==> config.mk <==
export PLATFORM = sky130hd
export DESIGN_NAME = interpolation_search_first_match
export DESIGN_NICKNAME = d
export VERILOG_FILES = /design/src/rtl/core/isfm_pkg.sv /design/src/rtl/core/isfm_ram.sv /design/src/rtl/core/isfm_div.sv /design/src/rtl/core/interpolation_search_first_match.sv
export SDC_FILE = /design/constraint.sdc
export NUM_CORES = 2
export LEC_CHECK = 0
export BUFFER_PORTS_ARGS = -buffer_cell sky130_fd_sc_hd__buf_4
export CORE_MARGIN = 8
export CORE_UTILIZATION = 45
export CTS_CLUSTER_SIZE = 40
export DETAILED_ROUTE_END_ITERATION = 7
export GPL_ROUTABILITY_DRIVEN = 0
export SYNTH_ARGS = -nofsm -noshare
export SYNTH_HDL_FRONTEND = slang
export SYNTH_HIERARCHICAL = 1
export SYNTH_SLANG_ARGS = --single-unit
==> constraint.sdc <==
create_clock -name clk_i -period 15.1 [get_ports clk_i]
set_clock_uncertainty 0.15 [all_clocks]
set_input_delay 3.02 -clock clk_i [delete_from_list [all_inputs] [get_ports clk_i]]
set_output_delay 3.02 -clock clk_i [all_outputs]
set_load 0.02 [all_outputs]
==> src/rtl/core/isfm_pkg.sv <==
// Shared types and constants of the interpolation search block.
// Depends on nothing; isfm_div, the top level and the checker import it.
package isfm_pkg;

  localparam int unsigned DEPTH_DEF = 64;
  localparam int unsigned DATA_W    = 32;
  localparam int unsigned IDX_W     = 6;
  localparam int unsigned OP_W      = 2;

  typedef enum logic [OP_W-1:0] {
    OP_CLEAR  = 2'd0,
    OP_APPEND = 2'd1,
    OP_SEARCH = 2'd2
  } op_e;

  typedef enum logic [1:0] {
    ST_OK      = 2'd0,
    ST_FOUND   = 2'd1,
    ST_MISSING = 2'd2,
    ST_FULL    = 2'd3
  } status_e;

  typedef struct packed {
    logic [OP_W-1:0]          opcode;
    logic signed [DATA_W-1:0] value;
  } isfm_in_t;

  typedef struct packed {
    status_e          status;
    logic [IDX_W-1:0] index;
  } isfm_out_t;

endpackage

==> src/rtl/core/isfm_ram.sv <==
// Generic single-port-write, single-port-read RAM with registered read data.
// Depends on nothing.
module isfm_ram #(
  parameter int unsigned WIDTH = 32,
  parameter int unsigned DEPTH = 64
) (
  input  logic                     clk_i,
  input  logic                     we_i,
  input  logic [$clog2(DEPTH)-1:0] waddr_i,
  input  logic [WIDTH-1:0]         wdata_i,
  input  logic [$clog2(DEPTH)-1:0] raddr_i,
  output logic [WIDTH-1:0]         rdata_o
);

  logic [WIDTH-1:0] mem_q [DEPTH];
  logic [WIDTH-1:0] rdata_q;

  always_ff @(posedge clk_i) begin
    if (we_i) begin
      mem_q[waddr_i] <= wdata_i;
    end
    rdata_q <= mem_q[raddr_i];
  end

  assign rdata_o = rdata_q;

endmodule

==> src/rtl/core/isfm_div.sv <==
// Iterative multiply-then-divide unit: quot = (width * diff) / span, one quotient
// bit per cycle. Depends on isfm_pkg. Requires diff <= span and span > 0.
module isfm_div
  import isfm_pkg::*;
#(
  parameter int unsigned AW = 6
) (
  input  logic              clk_i,
  input  logic              rst_ni,
  input  logic              start_i,
  input  logic [AW-1:0]     width_i,
  input  logic [DATA_W-1:0] diff_i,
  input  logic [DATA_W-1:0] span_i,
  output logic              done_o,
  output logic [AW-1:0]     quot_o
);

  localparam int unsigned CNT_W = $clog2(AW + 1);

  typedef enum logic [1:0] {
    D_IDLE,
    D_MUL,
    D_DIV
  } div_state_e;

  div_state_e          state_q, state_d;
  logic [AW-1:0]       width_q, width_d;
  logic [DATA_W-1:0]   diff_q, diff_d;
  logic [DATA_W-1:0]   span_q, span_d;
  logic [DATA_W-1:0]   rem_q, rem_d;
  logic [AW-1:0]       low_q, low_d;
  logic [AW-1:0]       quot_q, quot_d;
  logic [CNT_W-1:0]    cnt_q, cnt_d;
  logic                done_q, done_d;
  logic [AW+DATA_W-1:0] prod;
  logic [DATA_W:0]     trial;
  logic                fits;

  assign prod  = (AW + DATA_W)'(width_q) * (AW + DATA_W)'(diff_q);
  assign trial = {rem_q, low_q[AW-1]};
  assign fits  = trial >= {1'b0, span_q};

  always_comb begin
    state_d = state_q;
    width_d = width_q;
    diff_d  = diff_q;
    span_d  = span_q;
    rem_d   = rem_q;
    low_d   = low_q;
    quot_d  = quot_q;
    cnt_d   = cnt_q;
    done_d  = 1'b0;
    case (state_q)
      D_IDLE: begin
        if (start_i) begin
          width_d = width_i;
          diff_d  = diff_i;
          span_d  = span_i;
          state_d = D_MUL;
        end
      end
      D_MUL: begin
        // The high part of the product is already below span.
        rem_d   = prod[AW+DATA_W-1:AW];
        low_d   = prod[AW-1:0];
        quot_d  = '0;
        cnt_d   = CNT_W'(AW);
        state_d = D_DIV;
      end
      D_DIV: begin
        if (fits) begin
          rem_d = DATA_W'(trial - {1'b0, span_q});
        end else begin
          rem_d = trial[DATA_W-1:0];
        end
        low_d  = low_q << 1;
        quot_d = (quot_q << 1) | AW'(fits);
        cnt_d  = cnt_q - 1'b1;
        if (cnt_q == CNT_W'(1)) begin
          done_d  = 1'b1;
          state_d = D_IDLE;
        end
      end
      default: begin
        state_d = D_IDLE;
      end
    endcase
  end

  always_ff @(posedge clk_i or negedge rst_ni) begin
    if (!rst_ni) begin
      state_q <= D_IDLE;
      done_q  <= 1'b0;
      cnt_q   <= '0;
    end else begin
      state_q <= state_d;
      done_q  <= done_d;
      cnt_q   <= cnt_d;
    end
  end

  always_ff @(posedge clk_i) begin
    width_q <= width_d;
    diff_q  <= diff_d;
    span_q  <= span_d;
    rem_q   <= rem_d;
    low_q   <= low_d;
    quot_q  <= quot_d;
  end

  assign done_o = done_q;
  assign quot_o = quot_q;

endmodule

==> src/rtl/core/interpolation_search_first_match.sv <==
// Top level of the interpolation search block: a sequencer around one element RAM
// and one iterative multiply-divide unit. Depends on isfm_pkg, isfm_ram, isfm_div.
//
// The block keeps a list of signed 32-bit words in a RAM of DEPTH entries; the user
// must append them in ascending order, which the block itself does not enforce. A
// beat is accepted when start is high and busy is low. A clear beat empties the list,
// an append beat adds its value at the end (or reports the list full and drops it),
// and a search beat looks for its value. Clear and append never raise busy, so such
// beats may follow back to back. A search of a nonempty list raises busy and runs a
// loop of interpolation probes: each round reads the two range ends from the RAM
// (states S_LO, S_HI, S_CMP), runs the probe division in the divider (skipped when
// the end values are equal), then reads the probe (S_PRB, S_PCMP). After the loop
// S_FLO, S_FLO2, S_FHI and S_FHI2 check the final range ends, S_WK and S_WK2 are
// spent per equal neighbor while walking back to the first match, and S_FIN confirms
// it. The single RAM read port and the bit-serial divider set the length of a search.
// Every beat yields exactly one result, shown on result_o for one cycle while strobe_o
// is high, in the cycle after the last step of its work. The receiver cannot stall, so
// it must take the result in that cycle. The returned index is the low six bits of the
// element position.
module interpolation_search_first_match
  import isfm_pkg::*;
#(
  parameter int unsigned DEPTH = DEPTH_DEF
) (
  input  logic      clk_i,
  input  logic      rst_ni,
  input  logic      start,
  input  isfm_in_t  item_i,
  output logic      busy,
  output logic      strobe_o,
  output isfm_out_t result_o
);

  localparam int unsigned AW = $clog2(DEPTH);      // element address width
  localparam int unsigned CW = $clog2(DEPTH + 1);  // fill count width
  localparam int unsigned PW = AW + 2;             // signed range bound width

  typedef enum logic [3:0] {
    S_IDLE,
    S_LO,
    S_HI,
    S_CMP,
    S_DIV,
    S_PRB,
    S_PCMP,
    S_FLO,
    S_FLO2,
    S_FHI,
    S_FHI2,
    S_WK,
    S_WK2,
    S_FIN
  } state_e;

  state_e                   state_q, state_d;
  logic [CW-1:0]            count_q, count_d;
  logic signed [DATA_W-1:0] key_q, key_d;
  logic signed [DATA_W-1:0] alo_q, alo_d;
  logic signed [PW-1:0]     lo_q, lo_d;
  logic signed [PW-1:0]     hi_q, hi_d;
  logic [AW-1:0]            p_q, p_d;
  logic [AW-1:0]            cand_q, cand_d;
  logic                     strobe_q, strobe_d;
  isfm_out_t                res_q, res_d;

  logic                     accept;
  logic                     full;
  logic                     ram_we;
  logic [AW-1:0]            ram_raddr;
  logic [DATA_W-1:0]        ram_rdata;
  logic signed [DATA_W-1:0] rd_s;
  logic signed [PW-1:0]     n_s;
  logic signed [PW-1:0]     probe;
  logic signed [PW-1:0]     p_s;
  logic                     div_start;
  logic                     div_done;
  logic [AW-1:0]            div_quot;
  logic [AW-1:0]            div_width;
  logic [DATA_W-1:0]        div_diff;
  logic [DATA_W-1:0]        div_span;

  assign accept = start && (state_q == S_IDLE);
  assign full   = (count_q == CW'(DEPTH));
  assign ram_we = accept && (item_i.opcode == OP_APPEND) && !full;
  assign rd_s   = signed'(ram_rdata);
  assign n_s    = signed'(PW'(count_q));
  assign p_s    = signed'(PW'(p_q));

  // Operands of the probe division: (hi - lo) * (key - a[lo]) / (a[hi] - a[lo]).
  // Inside the loop a[lo] <= key <= a[hi], so both differences are nonnegative.
  assign div_width = AW'(hi_q - lo_q);
  assign div_diff  = DATA_W'(key_q - alo_q);
  assign div_span  = DATA_W'(rd_s - alo_q);

  // The probe already lies in [lo, hi]; the clamp keeps it there regardless.
  always_comb begin
    probe = lo_q + signed'(PW'(div_quot));
    if (probe > hi_q) begin
      probe = hi_q;
    end
    if (probe < lo_q) begin
      probe = lo_q;
    end
  end

  isfm_ram #(
    .WIDTH (DATA_W),
    .DEPTH (DEPTH)
  ) u_ram (
    .clk_i   (clk_i),
    .we_i    (ram_we),
    .waddr_i (count_q[AW-1:0]),
    .wdata_i (item_i.value),
    .raddr_i (ram_raddr),
    .rdata_o (ram_rdata)
  );

  isfm_div #(
    .AW (AW)
  ) u_div (
    .clk_i   (clk_i),
    .rst_ni  (rst_ni),
    .start_i (div_start),
    .width_i (div_width),
    .diff_i  (div_diff),
    .span_i  (div_span),
    .done_o  (div_done),
    .quot_o  (div_quot)
  );

  // Sequencer. Every RAM read is issued in one state and its data used in the next.
  always_comb begin
    state_d   = state_q;
    count_d   = count_q;
    key_d     = key_q;
    alo_d     = alo_q;
    lo_d      = lo_q;
    hi_d      = hi_q;
    p_d       = p_q;
    cand_d    = cand_q;
    strobe_d  = 1'b0;
    res_d     = res_q;
    ram_raddr = lo_q[AW-1:0];
    div_start = 1'b0;
    case (state_q)
      S_IDLE: begin
        if (start) begin
          strobe_d     = 1'b1;
          res_d.status = ST_OK;
          res_d.index  = '0;
          if (item_i.opcode == OP_CLEAR) begin
            count_d = '0;
          end else if (item_i.opcode == OP_APPEND) begin
            if (full) begin
              res_d.status = ST_FULL;
            end else begin
              count_d = count_q + 1'b1;
            end
          end else if (item_i.opcode == OP_SEARCH) begin
            if (count_q == '0) begin
              res_d.status = ST_MISSING;
            end else begin
              // Search work begins; the result comes at the end.
              strobe_d = 1'b0;
              key_d    = item_i.value;
              lo_d     = '0;
              hi_d     = n_s - 1'b1;
              cand_d   = '0;
              state_d  = S_LO;
            end
          end
        end
      end
      S_LO: begin
        if (lo_q > hi_q) begin
          state_d = S_FLO;
        end else begin
          ram_raddr = lo_q[AW-1:0];
          state_d   = S_HI;
        end
      end
      S_HI: begin
        alo_d     = rd_s;
        ram_raddr = hi_q[AW-1:0];
        state_d   = S_CMP;
      end
      S_CMP: begin
        if ((alo_q <= key_q) && (key_q <= rd_s)) begin
          if (rd_s == alo_q) begin
            p_d     = lo_q[AW-1:0];
            state_d = S_PRB;
          end else begin
            div_start = 1'b1;
            state_d   = S_DIV;
          end
        end else begin
          state_d = S_FLO;
        end
      end
      S_DIV: begin
        if (div_done) begin
          p_d     = probe[AW-1:0];
          state_d = S_PRB;
        end
      end
      S_PRB: begin
        ram_raddr = p_q;
        state_d   = S_PCMP;
      end
      S_PCMP: begin
        if (rd_s == key_q) begin
          cand_d  = p_q;
          state_d = S_FLO;
        end else if (rd_s > key_q) begin
          hi_d    = p_s - 1'b1;
          state_d = S_LO;
        end else begin
          lo_d    = p_s + 1'b1;
          state_d = S_LO;
        end
      end
      S_FLO: begin
        // After the loop the range ends themselves may hold the key.
        if (!lo_q[PW-1] && (lo_q < n_s)) begin
          ram_raddr = lo_q[AW-1:0];
          state_d   = S_FLO2;
        end else begin
          state_d = S_FHI;
        end
      end
      S_FLO2: begin
        if (rd_s == key_q) begin
          cand_d  = lo_q[AW-1:0];
          state_d = S_WK;
        end else begin
          state_d = S_FHI;
        end
      end
      S_FHI: begin
        if (!hi_q[PW-1] && (hi_q < n_s)) begin
          ram_raddr = hi_q[AW-1:0];
          state_d   = S_FHI2;
        end else begin
          state_d = S_WK;
        end
      end
      S_FHI2: begin
        if (rd_s == key_q) begin
          cand_d = hi_q[AW-1:0];
        end
        state_d = S_WK;
      end
      S_WK: begin
        // Walk back over equal neighbors toward the first match.
        if (cand_q != '0) begin
          ram_raddr = AW'(cand_q - 1'b1);
          state_d   = S_WK2;
        end else begin
          ram_raddr = cand_q;
          state_d   = S_FIN;
        end
      end
      S_WK2: begin
        if (rd_s == key_q) begin
          cand_d  = AW'(cand_q - 1'b1);
          state_d = S_WK;
        end else begin
          ram_raddr = cand_q;
          state_d   = S_FIN;
        end
      end
      S_FIN: begin
        strobe_d = 1'b1;
        if (rd_s == key_q) begin
          res_d.status = ST_FOUND;
          res_d.index  = IDX_W'(cand_q);
        end else begin
          res_d.status = ST_MISSING;
          res_d.index  = '0;
        end
        state_d = S_IDLE;
      end
      default: begin
        state_d = S_IDLE;
      end
    endcase
  end

  always_ff @(posedge clk_i or negedge rst_ni) begin
    if (!rst_ni) begin
      state_q  <= S_IDLE;
      count_q  <= '0;
      strobe_q <= 1'b0;
      key_q    <= '0;
      alo_q    <= '0;
      lo_q     <= '0;
      hi_q     <= '0;
      p_q      <= '0;
      cand_q   <= '0;
      res_q    <= '0;
    end else begin
      state_q  <= state_d;
      count_q  <= count_d;
      strobe_q <= strobe_d;
      key_q    <= key_d;
      alo_q    <= alo_d;
      lo_q     <= lo_d;
      hi_q     <= hi_d;
      p_q      <= p_d;
      cand_q   <= cand_d;
      res_q    <= res_d;
    end
  end

  assign busy     = (state_q != S_IDLE);
  assign strobe_o = strobe_q;
  assign result_o = res_q;

endmodule

==> results.txt <==
Sorting the synthesized cells by area gives the leading types as edfxtp_1 63%, mux4_2 9.8%, dfrtp_1 2.9%. Total power for the finished layout comes to 27.96 mW. The cell chosen for the clock root is clkbuf_16. After synthesis, the most frequently instantiated cells are 2162 x edfxtp_1, 446 x mux4_2, 329 x inv_1. The cell area after layout was 114000 um2; the pre-CTS setup slack was 7.240 ns. The post-CTS resize count is 0. 47 I/O pins were placed.

Subtracting the final worst setup slack from the clock period gives 7.835 ns. For the first-pass GRT wire length, the log shows 397100 um. In this run the static leakage power is 39.02 nW. The effective utilization at floorplan came out at 45.13%. The initialized floorplan defines 175 standard-cell rows.

Detailed routing inserted a total of 56540 vias. The maximum fanout encountered on the critical timing path was 99. Net count after synthesis: 6492. The pre-antenna-repair detailed-routing pass consisted of 6 iterations. Among all flip-flop cells after synthesis, the most frequent one is edfxtp_1. Counting along the longest clock path gives a buffer depth of 3. IR analysis of the VDD net gives a maximum drop of 360.2 uV. Max-cap violations in this run came to 0.

After global routing the overflow that remains totals 0. The floorplan step set the die height to 493.0 um. STA puts the critical path data arrival time at 8.29 ns.

The share of flip-flops with an asynchronous set or reset after synthesis was 5.063%; the cell count after synthesis was 6100. On the worst path, the slowest cell contributes a delay of 1.19 ns. Dividing the final minimum period by the clock period gives 51.89%. Adding up every negative setup slack in the final design gives 0 ns. Final routed wire length divided by cell count: 28.87 um. STA classifies the critical path startpoint as a flop.

The area added between synthesis and finish came out at 11.32%. The core region is 226800 um2. The register bit total from synthesis came out at 2311.

The setup path with the least slack is of type reg -> reg. The run finished with clean final reports. Clock slew seen by the registers of the worst setup and hold paths: 0.06 ns. The H-tree was split into 4 levels.

The floorplan step set the die width to 493.0 um. The run gives 0 as the number of pins with negative max-slew slack in the final report. The final layout contains 6605 nets. Summing every instance area after synthesis gives 102400 um2. In this run, distinct cell masters in the synthesized netlist total 98. Clock latency on the worst-skew pair, taken at its later pin, is 0.88 ns. Once detail routing completed, the nets flagged for antenna violations numbered 0. Setup repair after global routing left no endpoint under its margin.

The tools report the number of antenna violations at the first check in global routing as 10. The logs give 0 for the setup-violating endpoint count in the final report and 127.6 MHz for the maximum clock rate. Entering global routing, the biggest net connects 100 pins.

The slowest stage of the critical path is the a221oi_1 cell. Across all setup checks in the final design, the least slack found is 7.265 ns. The cell area after placement came out at 106400 um2. The clock sink count is 2311.

Data on the critical path is required at its endpoint by 15.56 ns. The logs give 0 for the count of endpoints failing hold in the final timing report and 50.24% for the final standard cell utilization of the core. The number of buffers added to fix hold violations after cts came out at 0. Sequential elements use 66.91% of the synthesized area.

Once detailed placement completed, the half-perimeter wirelength came to 157000 um. In the routed layout, each cell is associated on average with a via count of 5.996. In the routed design, unresolved DRC markers number 0. The biggest area consumer among synthesized cells was edfxtp_1.

Among the stages of the critical path, the cell type that occurs most often is a221oi_1. Class of the tightest hold or removal check: reg -> reg. The Yosys step of the flow raised 6 warnings.

The number of violations reported at the end of detailed-routing iteration 0 is 5710. At the pin with the least slew margin, the transition time is 1.383 ns. The routed design has 272100 um of wire. Dividing the synthesized area by the synthesized cell count gives 16.78 um2. The tools report the via count of the first global-routing pass as 56670. Traced cell by cell, the critical path runs through inv_1 > ha_1 > nand4_1 > nor4_1 > and4_1 > and2_1 > mux2i_1 > a221oi_1 > nand2_1 > a21oi_1 > a21oi_4 > buf_12 > buf_4 > buf_4 > mux4_2 > a22o_1 > a221oi_1 > a221oi_1.

In this run, synthesis inferred 2162 flip-flops with an integrated enable. In this run the power density over the cells is 245.4 nW/um2. The overall die area was 243000 um2. The number of setup buffers added after CTS is 0. Global routing used 22.05% of the available tracks.

TritonCTS built the clock tree. The worst pin sits at a relative slew slack of 7.809%. The tools report the kind of end point of the critical path as a flop. Clock tree synthesis inserted a total of 231 buffers. In the final layout, the share of cells above drive strength 1 is 16.89%. The most repeated cell in the gate-level netlist after synthesis is edfxtp_1. The synthesized design devotes to its leading area cell type 63.42% of total area. During placement, the flow inserted port buffers numbering 46.
critical path, delay by kind of cell (launching register included):
| family | cells | cell delay, ns |
|---|---|---|
| buf+inv | 4 | 2.17 |
| compound gates | 6 | 2.14 |
| simple gates | 5 | 1.56 |
| mux | 2 | 0.68 |
| flops | 1 | 0.36 |
| fa+ha+maj | 1 | 0.29 |
cell type report:
class | count | area, um2
tap | 3009 | 3765
clock inverter | 152 | 1503
timing repair buffer | 163 | 1299
multi-input combinational | 3175 | 31630
sequential | 2311 | 68490
antenna | 6 | 15.01
inverter | 331 | 1242
clock buffer | 281 | 6010
fill | 18770 | 112900
sequential cells by signal (all words and copies together) (netlist names), 2 cells and up:
signal and flops:
u_ram/mem_q 2048, alo_q 32, key_q 32, u_div/diff_q 32
u_div/rem_q 32, u_div/span_q 32, u_ram/rdata_o 32, hi_q 8
result_o 8, count_q 7, lo_q 7, cand_q 6
p_q 6, u_div/low_q 6, u_div/quot_o 6, u_div/width_q 6
state_q 4, u_div/cnt_q 3, u_div/state_q 2
cells by family after synthesis:
group | count (synthesis) | synth area share (%)
xor+xnor | 142 | 1.215
mux | 720 | 12.55
buf+inv | 614 | 2.784
simple gates | 965 | 4.745
fa+ha+maj | 355 | 5.263
flops | 2311 | 66.91
compound gates | 993 | 6.539
worst paths after layout:
check	depth (start not counted)	slack, ns	to	start
max	18	7.27	u_ram/rdata_o[22]	key_q[13]
min reg2reg	2	0.32	alo_q[10]	u_ram/rdata_o[10]
min	2	0.32	alo_q[10]	u_ram/rdata_o[10]
max in group asynchronous	2	11.21	alo_q[24]	rst_ni
min in group asynchronous	1	2.06	u_div/cnt_q[0]	rst_ni
max reg2reg	18	7.27	u_ram/rdata_o[22]	key_q[13]
layer usage:
layer,GRT usage [%],up-vias,part of all wire [%]
met5,0,-,0
met4,5.495,0,2.6
met3,3.454,384,6.7
met2,36.79,2041,49
met1,30.62,29990,42
li1,-,24120,-
stage by stage:
step	cells	hold WS, ns
global placement	8989	0.3252
floorplan	6100	0.3099
global route	9423	0.3559
detailed placement	8989	0.3366
finish	9428	0.3152
CTS	9422	0.2919
layout by cell type, fill, tap and decap left out, types with 22 or more instances in the layout:
| cell | instances |
|---|---|
| o21ai_0 | 209 |
| nor3_1 | 37 |
| and2_1 | 202 |
| bufinv_16 | 22 |
| nand3_1 | 96 |
| clkinv_1 | 69 |
| clkbuf_16 | 232 |
| and3_1 | 24 |
| xor2_1 | 52 |
| mux2i_1 | 246 |
| xnor2_1 | 90 |
| ha_1 | 227 |
| a21oi_1 | 193 |
| a21o_1 | 79 |
| a31oi_1 | 32 |
| o22ai_1 | 47 |
| nand2_1 | 240 |
| inv_1 | 328 |
| o211ai_1 | 28 |
| dfrtp_1 | 117 |
| edfxtp_1 | 2162 |
| nor2b_1 | 31 |
| fa_1 | 126 |
| a22oi_1 | 132 |
| nand4_1 | 29 |
| clkinv_2 | 37 |
| nand2b_1 | 30 |
| nor2_1 | 140 |
| nor2_4 | 67 |
| clkbuf_1 | 47 |
| mux2_2 | 22 |
| mux4_2 | 446 |
| buf_4 | 157 |
| dfxtp_1 | 32 |
| a211oi_1 | 35 |
| o21a_1 | 28 |
power breakdown:
group          switching (mW)  internal (mW)  total (mW)
sequential              0.328           7.55        7.88
combinational            8.66           5.75        14.4
clock                    2.47           3.21        5.68
total                    11.5           16.5        28.0
Note: power is estimated with default switching activity, not from simulation.
